File: src/ccbd_pkg.sv
// ----------------------------------------------------------------------------
// ccbd_pkg
// Shared constants and types for the console CPU/PPU bus decoder.
// ----------------------------------------------------------------------------
package ccbd_pkg;

    // Storage sizes (powers of two)
    localparam int RAM_DEPTH  = 2048;
    localparam int VRAM_DEPTH = 2048;
    localparam int RAM_AW     = $clog2(RAM_DEPTH);
    localparam int VRAM_AW    = $clog2(VRAM_DEPTH);
    localparam int CLR_DEPTH  = (RAM_DEPTH > VRAM_DEPTH) ? RAM_DEPTH : VRAM_DEPTH;
    localparam int CLR_AW     = $clog2(CLR_DEPTH);

    // Request operation codes
    localparam logic [2:0] OP_CPU_READ  = 3'd0;
    localparam logic [2:0] OP_CPU_WRITE = 3'd1;
    localparam logic [2:0] OP_PPU_READ  = 3'd2;
    localparam logic [2:0] OP_PPU_WRITE = 3'd3;
    localparam logic [2:0] OP_LOAD_BTN  = 3'd4;

    // Route codes
    localparam logic [2:0] ROUTE_RAM  = 3'd0;
    localparam logic [2:0] ROUTE_PPU  = 3'd1;
    localparam logic [2:0] ROUTE_IO   = 3'd2;
    localparam logic [2:0] ROUTE_TEST = 3'd3;
    localparam logic [2:0] ROUTE_CART = 3'd4;
    localparam logic [2:0] ROUTE_VRAM = 3'd5;
    localparam logic [2:0] ROUTE_CHR  = 3'd6;

    // Configuration register indexes
    localparam logic [7:0] CFG_MIRROR_VERTICAL = 8'd0;
    localparam logic [7:0] CFG_FOUR_SCREEN     = 8'd1;

    // Address map
    localparam logic [15:0] ADDR_PPU_BASE  = 16'h2000;
    localparam logic [15:0] ADDR_NT_END    = 16'h3000;
    localparam logic [15:0] ADDR_IO_BASE   = 16'h4000;
    localparam logic [15:0] ADDR_OAM_DMA   = 16'h4014;
    localparam logic [15:0] ADDR_JOY1      = 16'h4016;
    localparam logic [15:0] ADDR_TEST_BASE = 16'h4018;
    localparam logic [15:0] ADDR_CART_BASE = 16'h4020;

    // Controller -> datapath
    typedef struct packed {
        logic clear;   // clearing pass: zero one entry of each memory
        logic accept;  // take the request on the input ports
        logic load;    // move the finished result into the output register
    } ccbd_cmd_t;

    // Datapath -> controller
    typedef struct packed {
        logic clear_last;  // last entry of the clearing pass
    } ccbd_status_t;

endpackage

File: src/ccbd_ctrl.sv
// ----------------------------------------------------------------------------
// ccbd_ctrl
// Sequencer: clearing pass after reset, request accept, result hand-off.
// ----------------------------------------------------------------------------
module ccbd_ctrl (
    input  logic                  aclk,
    input  logic                  aresetn,
    input  logic                  s_valid,
    output logic                  s_ready,
    output logic                  m_valid,
    input  logic                  m_ready,
    output ccbd_pkg::ccbd_cmd_t   cmd,
    input  ccbd_pkg::ccbd_status_t status
);

    typedef enum logic [1:0] {
        ST_CLEAR,
        ST_IDLE,
        ST_FINISH
    } state_t;

    state_t state_reg;
    logic   m_valid_reg;

    assign s_ready    = (state_reg == ST_IDLE);
    assign cmd.clear  = (state_reg == ST_CLEAR);
    assign cmd.accept = s_valid && (state_reg == ST_IDLE);
    assign cmd.load   = (state_reg == ST_FINISH) && (!m_valid_reg || m_ready);
    assign m_valid    = m_valid_reg;

    always_ff @(posedge aclk) begin
        if (!aresetn) begin
            state_reg   <= ST_CLEAR;
            m_valid_reg <= 1'b0;
        end else begin
            if (cmd.load) begin
                m_valid_reg <= 1'b1;
            end else if (m_ready) begin
                m_valid_reg <= 1'b0;
            end
            case (state_reg)
                ST_CLEAR: begin
                    if (status.clear_last) begin
                        state_reg <= ST_IDLE;
                    end
                end
                ST_IDLE: begin
                    if (cmd.accept) begin
                        state_reg <= ST_FINISH;
                    end
                end
                ST_FINISH: begin
                    if (cmd.load) begin
                        state_reg <= ST_IDLE;
                    end
                end
                default: begin
                    state_reg <= ST_IDLE;
                end
            endcase
        end
    end

endmodule

File: config.mk
export PLATFORM = sky130hd
export DESIGN_NAME = ccbd_ctrl
export DESIGN_NICKNAME = d
export VERILOG_FILES = /design/src/ccbd_pkg.sv /design/src/ccbd_ctrl.sv
export SDC_FILE = /design/constraint.sdc
export NUM_CORES = 1
export LEC_CHECK = 0
export BUFFER_PORTS_ARGS = -buffer_cell sky130_fd_sc_hd__buf_2
export CORE_AREA = 2 2 39 41
export CTS_CLUSTER_SIZE = 28
export DETAILED_ROUTE_END_ITERATION = 8
export DIE_AREA = 0 0 41 43
export SLEW_MARGIN = 40
export SYNTH_ARGS = -nofsm -noshare
export SYNTH_HDL_FRONTEND = slang
export SYNTH_SLANG_ARGS = --single-unit
File: constraint.sdc
create_clock -name aclk -period 2.1 [get_ports aclk]
set_input_delay 0.42 -clock aclk [delete_from_list [all_inputs] [get_ports aclk]]
set_output_delay 0.42 -clock aclk [all_outputs]
set_load 0.01 [all_outputs]
==> metrics.md, run 1 <==
| Metric | Value |
|---|---|
| Status | `completed` |
| Final hold vios | `0` |
| Setup crit end kind | `output port` |
| DRC | `0` |
| Actual slew at the worst max-slew pin | `0.190 ns` |
| Vias/cell | `3.44` |
| I/O pins | `10` |
| Largest cells by area after synthesis | `dfxtp_1 40%, nor2b_1 12%, a21boi_1 9.9%, nand2b_1 8.3%, nand4bb_1 7.4%` |
| Seq cells post-synth | `3` |
| Routability Congestion | `roughly 0.53` |
| Post-synthesis cell type count | `10` |
| Post-synthesis sequential area ratio | `0.397` |
| Final Max Slew Viols | `0` |
| Crit path kind | `reg2out` |
| Clock latency on the worst-skew pair | `0.23 ns` |
| Die Ht | `~43 µm` |
| # clock sinks | `3` |
| Minimum clock period | `~1.4 ns` |
| PnR worst setup slack | `roughly 0.71 ns` |
| Place WS | `0.761 ns` |
| Core Box Area | `between 1000 and 1500 µm²` |
| P&R area growth vs syn | `60.3%` |
| Slew margin rel. | `0.873` |
| Total power | `around 0.19 mW` |
| Number of gates resized after cts | `0` |
| IO buf count | `9` |
| VDD IR max | `0.138 mV` |
| DRT Pass-1 Iters | `2` |
| Hold WC Path Type | `in2reg` |
| CTS root buf | `clkbuf_4` |
| Worst-path clk slew | `approximately 0.03 ns` |
| Final core occ | `0.175` |
| RSZ-0062 raised after global routing | `no` |
| Max-cap check violation count | `0` |
| Dominant cell type by area after synthesis | `dfxtp_1` |
| Total track usage | `0.0512` |
| Nets | `35` |
| Largest net degree at the start of global routing | `8` |
| Row count | `14` |
| Vias | `~160` |
| CP Data Arrival Time | `0.97 ns` |
| Peak Freq | `roughly 700 MHz` |
| Routed WL per cell | `7.64 µm` |
| Required time of the critical path | `1.68 ns` |
| Congestion Overflow GR | `0` |
| Dpl cells | `41` |
| Clk_skew | `0.000159 ns` |
| First-pass GRT wire length | `about 540 µm` |
| Final WL | `roughly 340 µm` |
| Yosys Warn Count | `0` |
| Post-Synthesis Cell Area | `151 µm²` |
| # Post-CTS Setup Buffers | `0` |
| Tcrit/Tclk final | `0.663` |
| Finished Layout Cells | `45` |
| Synthesized Nets | `21` |
| Inserted Diodes | `0` |
| Post-DP HPWL | `about 290 µm` |
| Die X | `41 µm` |
| Post-route ant nets | `0` |
| Vias in the first global route | `between 100 and 150` |
| Leak | `0.117 nW` |
| Setup violators final | `0` |
| CTS tree | `done` |
| Initial antenna violation count | `0` |
| Initial detailed-routing violation count | `1` |
| TritonCTS buffer count | `3` |
| Gate Count Post-Synth | `16` |
| Max reg flops | `2` |
| Hold_buf cts | `0` |
| Share of cells above drive strength 1 | `0.448` |
| Pwr per Cell Area | `764 nW/µm²` |
| Worst-path fanout max | `7` |
| Post-synth top area share | `0.397` |
| CTS Buffer Depth | `2` |
| Starting Density | `0.109` |
| CTS H-tree lvls | `1` |
| Setup TNS Final | `0 ns` |
| Mean Syn Cell Area | `between 9 and 10 µm²` |
| Die ar. | `1760 µm²` |
| Startpoint Class | `flip-flop` |
[final timing paths]
| kind | cells after the start | from | end | slack [ns] |
|---|---|---|---|---|
| worst max-delay path | 3 | state_reg[0] | cmd[0] | 0.71 |
| worst min-delay path | 2 | aresetn | state_reg[0] | 0.44 |
| worst max register to register | 2 | state_reg[0] | state_reg[0] | 1.20 |
| worst min register to register | 2 | m_valid | m_valid | 0.51 |
[critical path, cell delays in order (launching register included)]
cell	delay, ns
dfxtp_1	0.34
nand2b_1	0.17
nor2b_1	0.10
buf_2	0.13
[cells in the final DEF (no fill, tap or decap)]
| master | instances |
|---|---|
| nor2b_2 | 1 |
| nand3b_1 | 1 |
| clkbuf_1 | 1 |
| o311a_1 | 1 |
| nor2b_1 | 3 |
| nor2_1 | 1 |
| dfxtp_1 | 3 |
| a21boi_1 | 2 |
| inv_1 | 1 |
| clkbuf_4 | 3 |
| buf_2 | 9 |
| nand2b_1 | 2 |
| nand4bb_1 | 1 |
[metrics by stage]
stage | cell area (µm²) | hold slack (ns)
after floorplan | 151 | 0.516
after global placement | 216 | 0.493
after detailed placement | 216 | 0.505
after CTS | 243 | 0.433
after global routing | 243 | 0.444
final | 243 | 0.441
[cell type report]
class / instances / area, µm²
Multi-Input combinational cell: 12 / 87.6
Timing Repair Buffer: 9 / 45.0
Clock buffer: 4 / 26.3
Sequential cell: 3 / 60.1
Tap cell: 16 / 20.0
Inverter: 1 / 3.75
Fill cell: 164 / 1140
[cell families (layout without fill, tap and decap cells)]
kind of cell | after synthesis | after routing | synth area share
AOI/OAI and AO/OA | 3 | 3 | 0.165
buffers and inverters | 1 | 14 | 0.0248
DFF | 3 | 3 | 0.397
and+or+nand+nor | 9 | 9 | 0.413
[report_power, final]
group	internal, mW	total, mW	switching, mW
registers	0.0602	0.0638	0.00361
logic	0.0136	0.0230	0.00947
clock network	0.0711	0.0987	0.0276
[per-layer routing]
| layer | track usage | routed length [µm] | up-vias |
|---|---|---|---|
| li1 | - | - | 82 |
| met1 | 0.0417 | 125 | 67 |
| met2 | 0.0719 | 173 | 6 |
| met3 | 0.0471 | 44 | 0 |
| met4 | 0.0400 | 0 | 0 |
| met5 | 0 | 0 | - |
[synthesized netlist by cell type]
library cell and n:
inv_1 1, nor2b_2 1, dfxtp_1 3, nor2_1 1
nand4bb_1 1, nor2b_1 3, o311a_1 1, nand3b_1 1
nand2b_1 2, a21boi_1 2
No activity file was read; power rests on OpenSTA's default activity.
==> run 2, diff against run 1 <==
ABC_AREA = 1   (was unset)
clock period = 1.3 ns   (was 2.1 ns; I/O delays follow)
==> metrics.md, run 2 <==
| Metric | Value |
|---|---|
| WHS Endpoint | `m_valid` |
| Starting Density | `0.112` |
| TritonCTS buffer count | `3` |
| R2R depth | `5` |
| Core Box Area | `~1400 µm²` |
| Vias | `around 160` |
| Max reg flops | `2` |
| Nets | `41` |
| Row count | `14` |
| Gate Count Post-Synth | `22` |
| Final Max Slew Viols | `0` |
| Crit Reg-Reg Startpoint | `state_reg[1]` |
| Clk_skew | `between 0.004 and 0.005 ns` |
| P&R area growth vs syn | `60.5%` |
| Async set-reset flop share out of synthesis | `0` |
| # Post-CTS Setup Buffers | `0` |
| Post-synthesis sequential area ratio | `0.387` |
| # clock sinks | `3` |
| Crit path max-delay cell type | `dfxtp_1` |
| Final hold slack | `0.259 ns` |
| Setup crit end kind | `output port` |
| Final WL | `325 µm` |
| Inserted Diodes | `0` |
| CP Data Arrival Time | `between 0.9 and 1 ns` |
| Max-cap check violation count | `0` |
| Largest net degree at the start of global routing | `6` |
| Seq cells post-synth | `3` |
| CTS Buffer Depth | `2` |
| Hold WC Path Type | `in2reg` |
| Dominant cell type by area after synthesis | `dfxtp_1` |
| Post-synthesis cell type count | `10` |
| Setup violators final | `0` |
| Final non-filler cell area | `around 250 µm²` |
| Dpl cells | `47` |
| Routed WL per cell | `about 6.4 µm` |
| Hold path start | `aresetn` |
| Flop-to-flop setup slack | `0.49 ns` |
| Post-synth top area share | `0.387` |
| Synthesized Nets | `27` |
| Place WS | `0.275 ns` |
| Finished Layout Cells | `around 50` |
| Vias/cell | `between 3 and 4` |
| Most common cell after layout, fill and taps aside | `buf_2` |
| Minimum clock period | `approximately 1.2 ns` |
| Tcrit/Tclk final | `0.956` |
| Die ar. | `1760 µm²` |
| Worst-path clk slew | `around 0.040 ns` |
| Total power | `~0.31 mW` |
| Status | `completed` |
| Setup TNS Final | `0 ns` |
| Mean Syn Cell Area | `7.05 µm²` |
| RSZ-0062 raised after global routing | `no` |
| Post-DP HPWL | `between 200 and 300 µm` |
| DRC | `0` |
| Initial antenna violation count | `0` |
| Die X | `~41 µm` |
| Total track usage | `0.0490` |
| Pwr per Cell Area | `1260 nW/µm²` |
| Most numerous cell in the Yosys netlist | `inv_1` |
| Worst R2R End | `state_reg[0]` |
| Worst-path fanout max | `4` |
| DRT Pass-1 Iters | `1` |
| Post-synth top cells | `6 x inv_1, 4 x nand2_1, 3 x dfxtp_1` |
| Slew margin rel. | `0.873` |
| Most frequent cells in the layout | `9 x buf_2, 6 x inv_1, 4 x nand2_1` |
| CTS H-tree lvls | `1` |
| Final core occ | `0.180` |
| Required time of the critical path | `about 1.0 ns` |
| Initial detailed-routing violation count | `0` |
| Yosys Warn Count | `0` |
| I/O pins | `10` |
| Hold Path Cell Cnt | `2` |
| Die Ht | `43 µm` |
| CTS root buf | `clkbuf_4` |
| Actual slew at the worst max-slew pin | `0.190 ns` |
| Peak Freq | `approximately 800 MHz` |
| Largest cells by area after synthesis | `dfxtp_1 39%, inv_1 15%, nand2_1 9.7%, nor2_2 8.1%, nand3_2 6.5%` |
| Post-synth EDFFs | `0` |
| DP Area | `~220 µm²` |
| IO buf count | `9` |
| Post-Synthesis Cell Area | `155 µm²` |
| Routability Congestion | `around 0.6` |
| Clock latency on the worst-skew pair | `~0.24 ns` |
| Final hold vios | `0` |
| Leak | `between 0.1 and 0.15 nW` |
| Vias in the first global route | `~140` |
| Hold_buf cts | `0` |
| Congestion Overflow GR | `0` |
| PnR worst setup slack | `about 0.057 ns` |
| CP Cell Sequence | `inv_1, nor3_1, buf_2` |
| Crit path kind | `reg2out` |
| Post-route ant nets | `0` |
| CP max stage delay | `0.32 ns` |
| Share of cells above drive strength 1 | `0.514` |
| Startpoint Class | `flip-flop` |
| Ys flop type | `dfxtp_1` |
| VDD IR max | `about 0.19 mV` |
| First-pass GRT wire length | `407 µm` |
| CTS tree | `done` |
run 2: cell count changes in the layout (fill, tap and decap cells not counted), moves of 2 or more:
cell and change:
inv_1 +5, a21boi_1 -2, nor2b_1 -3, nor2_2 +3
nand2_1 +4, nand2b_1 -2
run 2: logic make-up after synthesis:
logic type	share of synthesized area
and+or+nand+nor	0.363
buffers and inverters	0.145
DFF	0.387
AOI/OAI and AO/OA	0.105
run 2: how the worst max path moves through the flow:
stage / from / endpoint / slack [ns] / cells after the start
after global routing: state_reg[1] / cmd[0] / 0.008 / 3
after CTS: m_valid / cmd[0] / 0.04 / 4
after floorplan: state_reg[1] / cmd[0] / 0.34 / 2
final: state_reg[1] / cmd[0] / 0.06 / 3
after global placement: m_ready / cmd[0] / 0.28 / 4
after detailed placement: m_ready / cmd[0] / 0.27 / 4
run 2: critical path, delay by kind of cell, from the launching register on:
kind	cells	cell delay, ns
flip-flops	1	0.32
buffers and inverters	2	0.23
AND/OR/NAND/NOR	1	0.19
run 2: per-layer routing:
metal  global-route usage  part of all wire  up-vias
met4                0.140              0.10        0
li1                     -                 -       89
met5                    0                 0        -
met2               0.0625              0.46       10
met3               0.0157             0.080        4
met1               0.0159              0.36       59
run 2: cell type report:
class,instances,area (µm²)
inverters,6,22.5
well taps,16,20.0
clock buffers,4,26.3
fillers,159,1130
multi-input cells,13,75.1
flip-flops and latches,3,60.1
repair buffers,9,45.0
run 2: power breakdown:
group | internal (mW) | leakage, nW | switching [mW]
logic | 0.0193 | 0.0994 | 0.0230
registers | 0.0975 | 0.0246 | 0.00509
clock network | 0.115 | 0.0150 | 0.0530
run 2: repair_timing:
action / 4_1_cts / 5_1_grt
endpoints found under the setup margin: 0 / 1
resized for setup: 0 / 1
endpoints found under the hold margin: 0 / 0
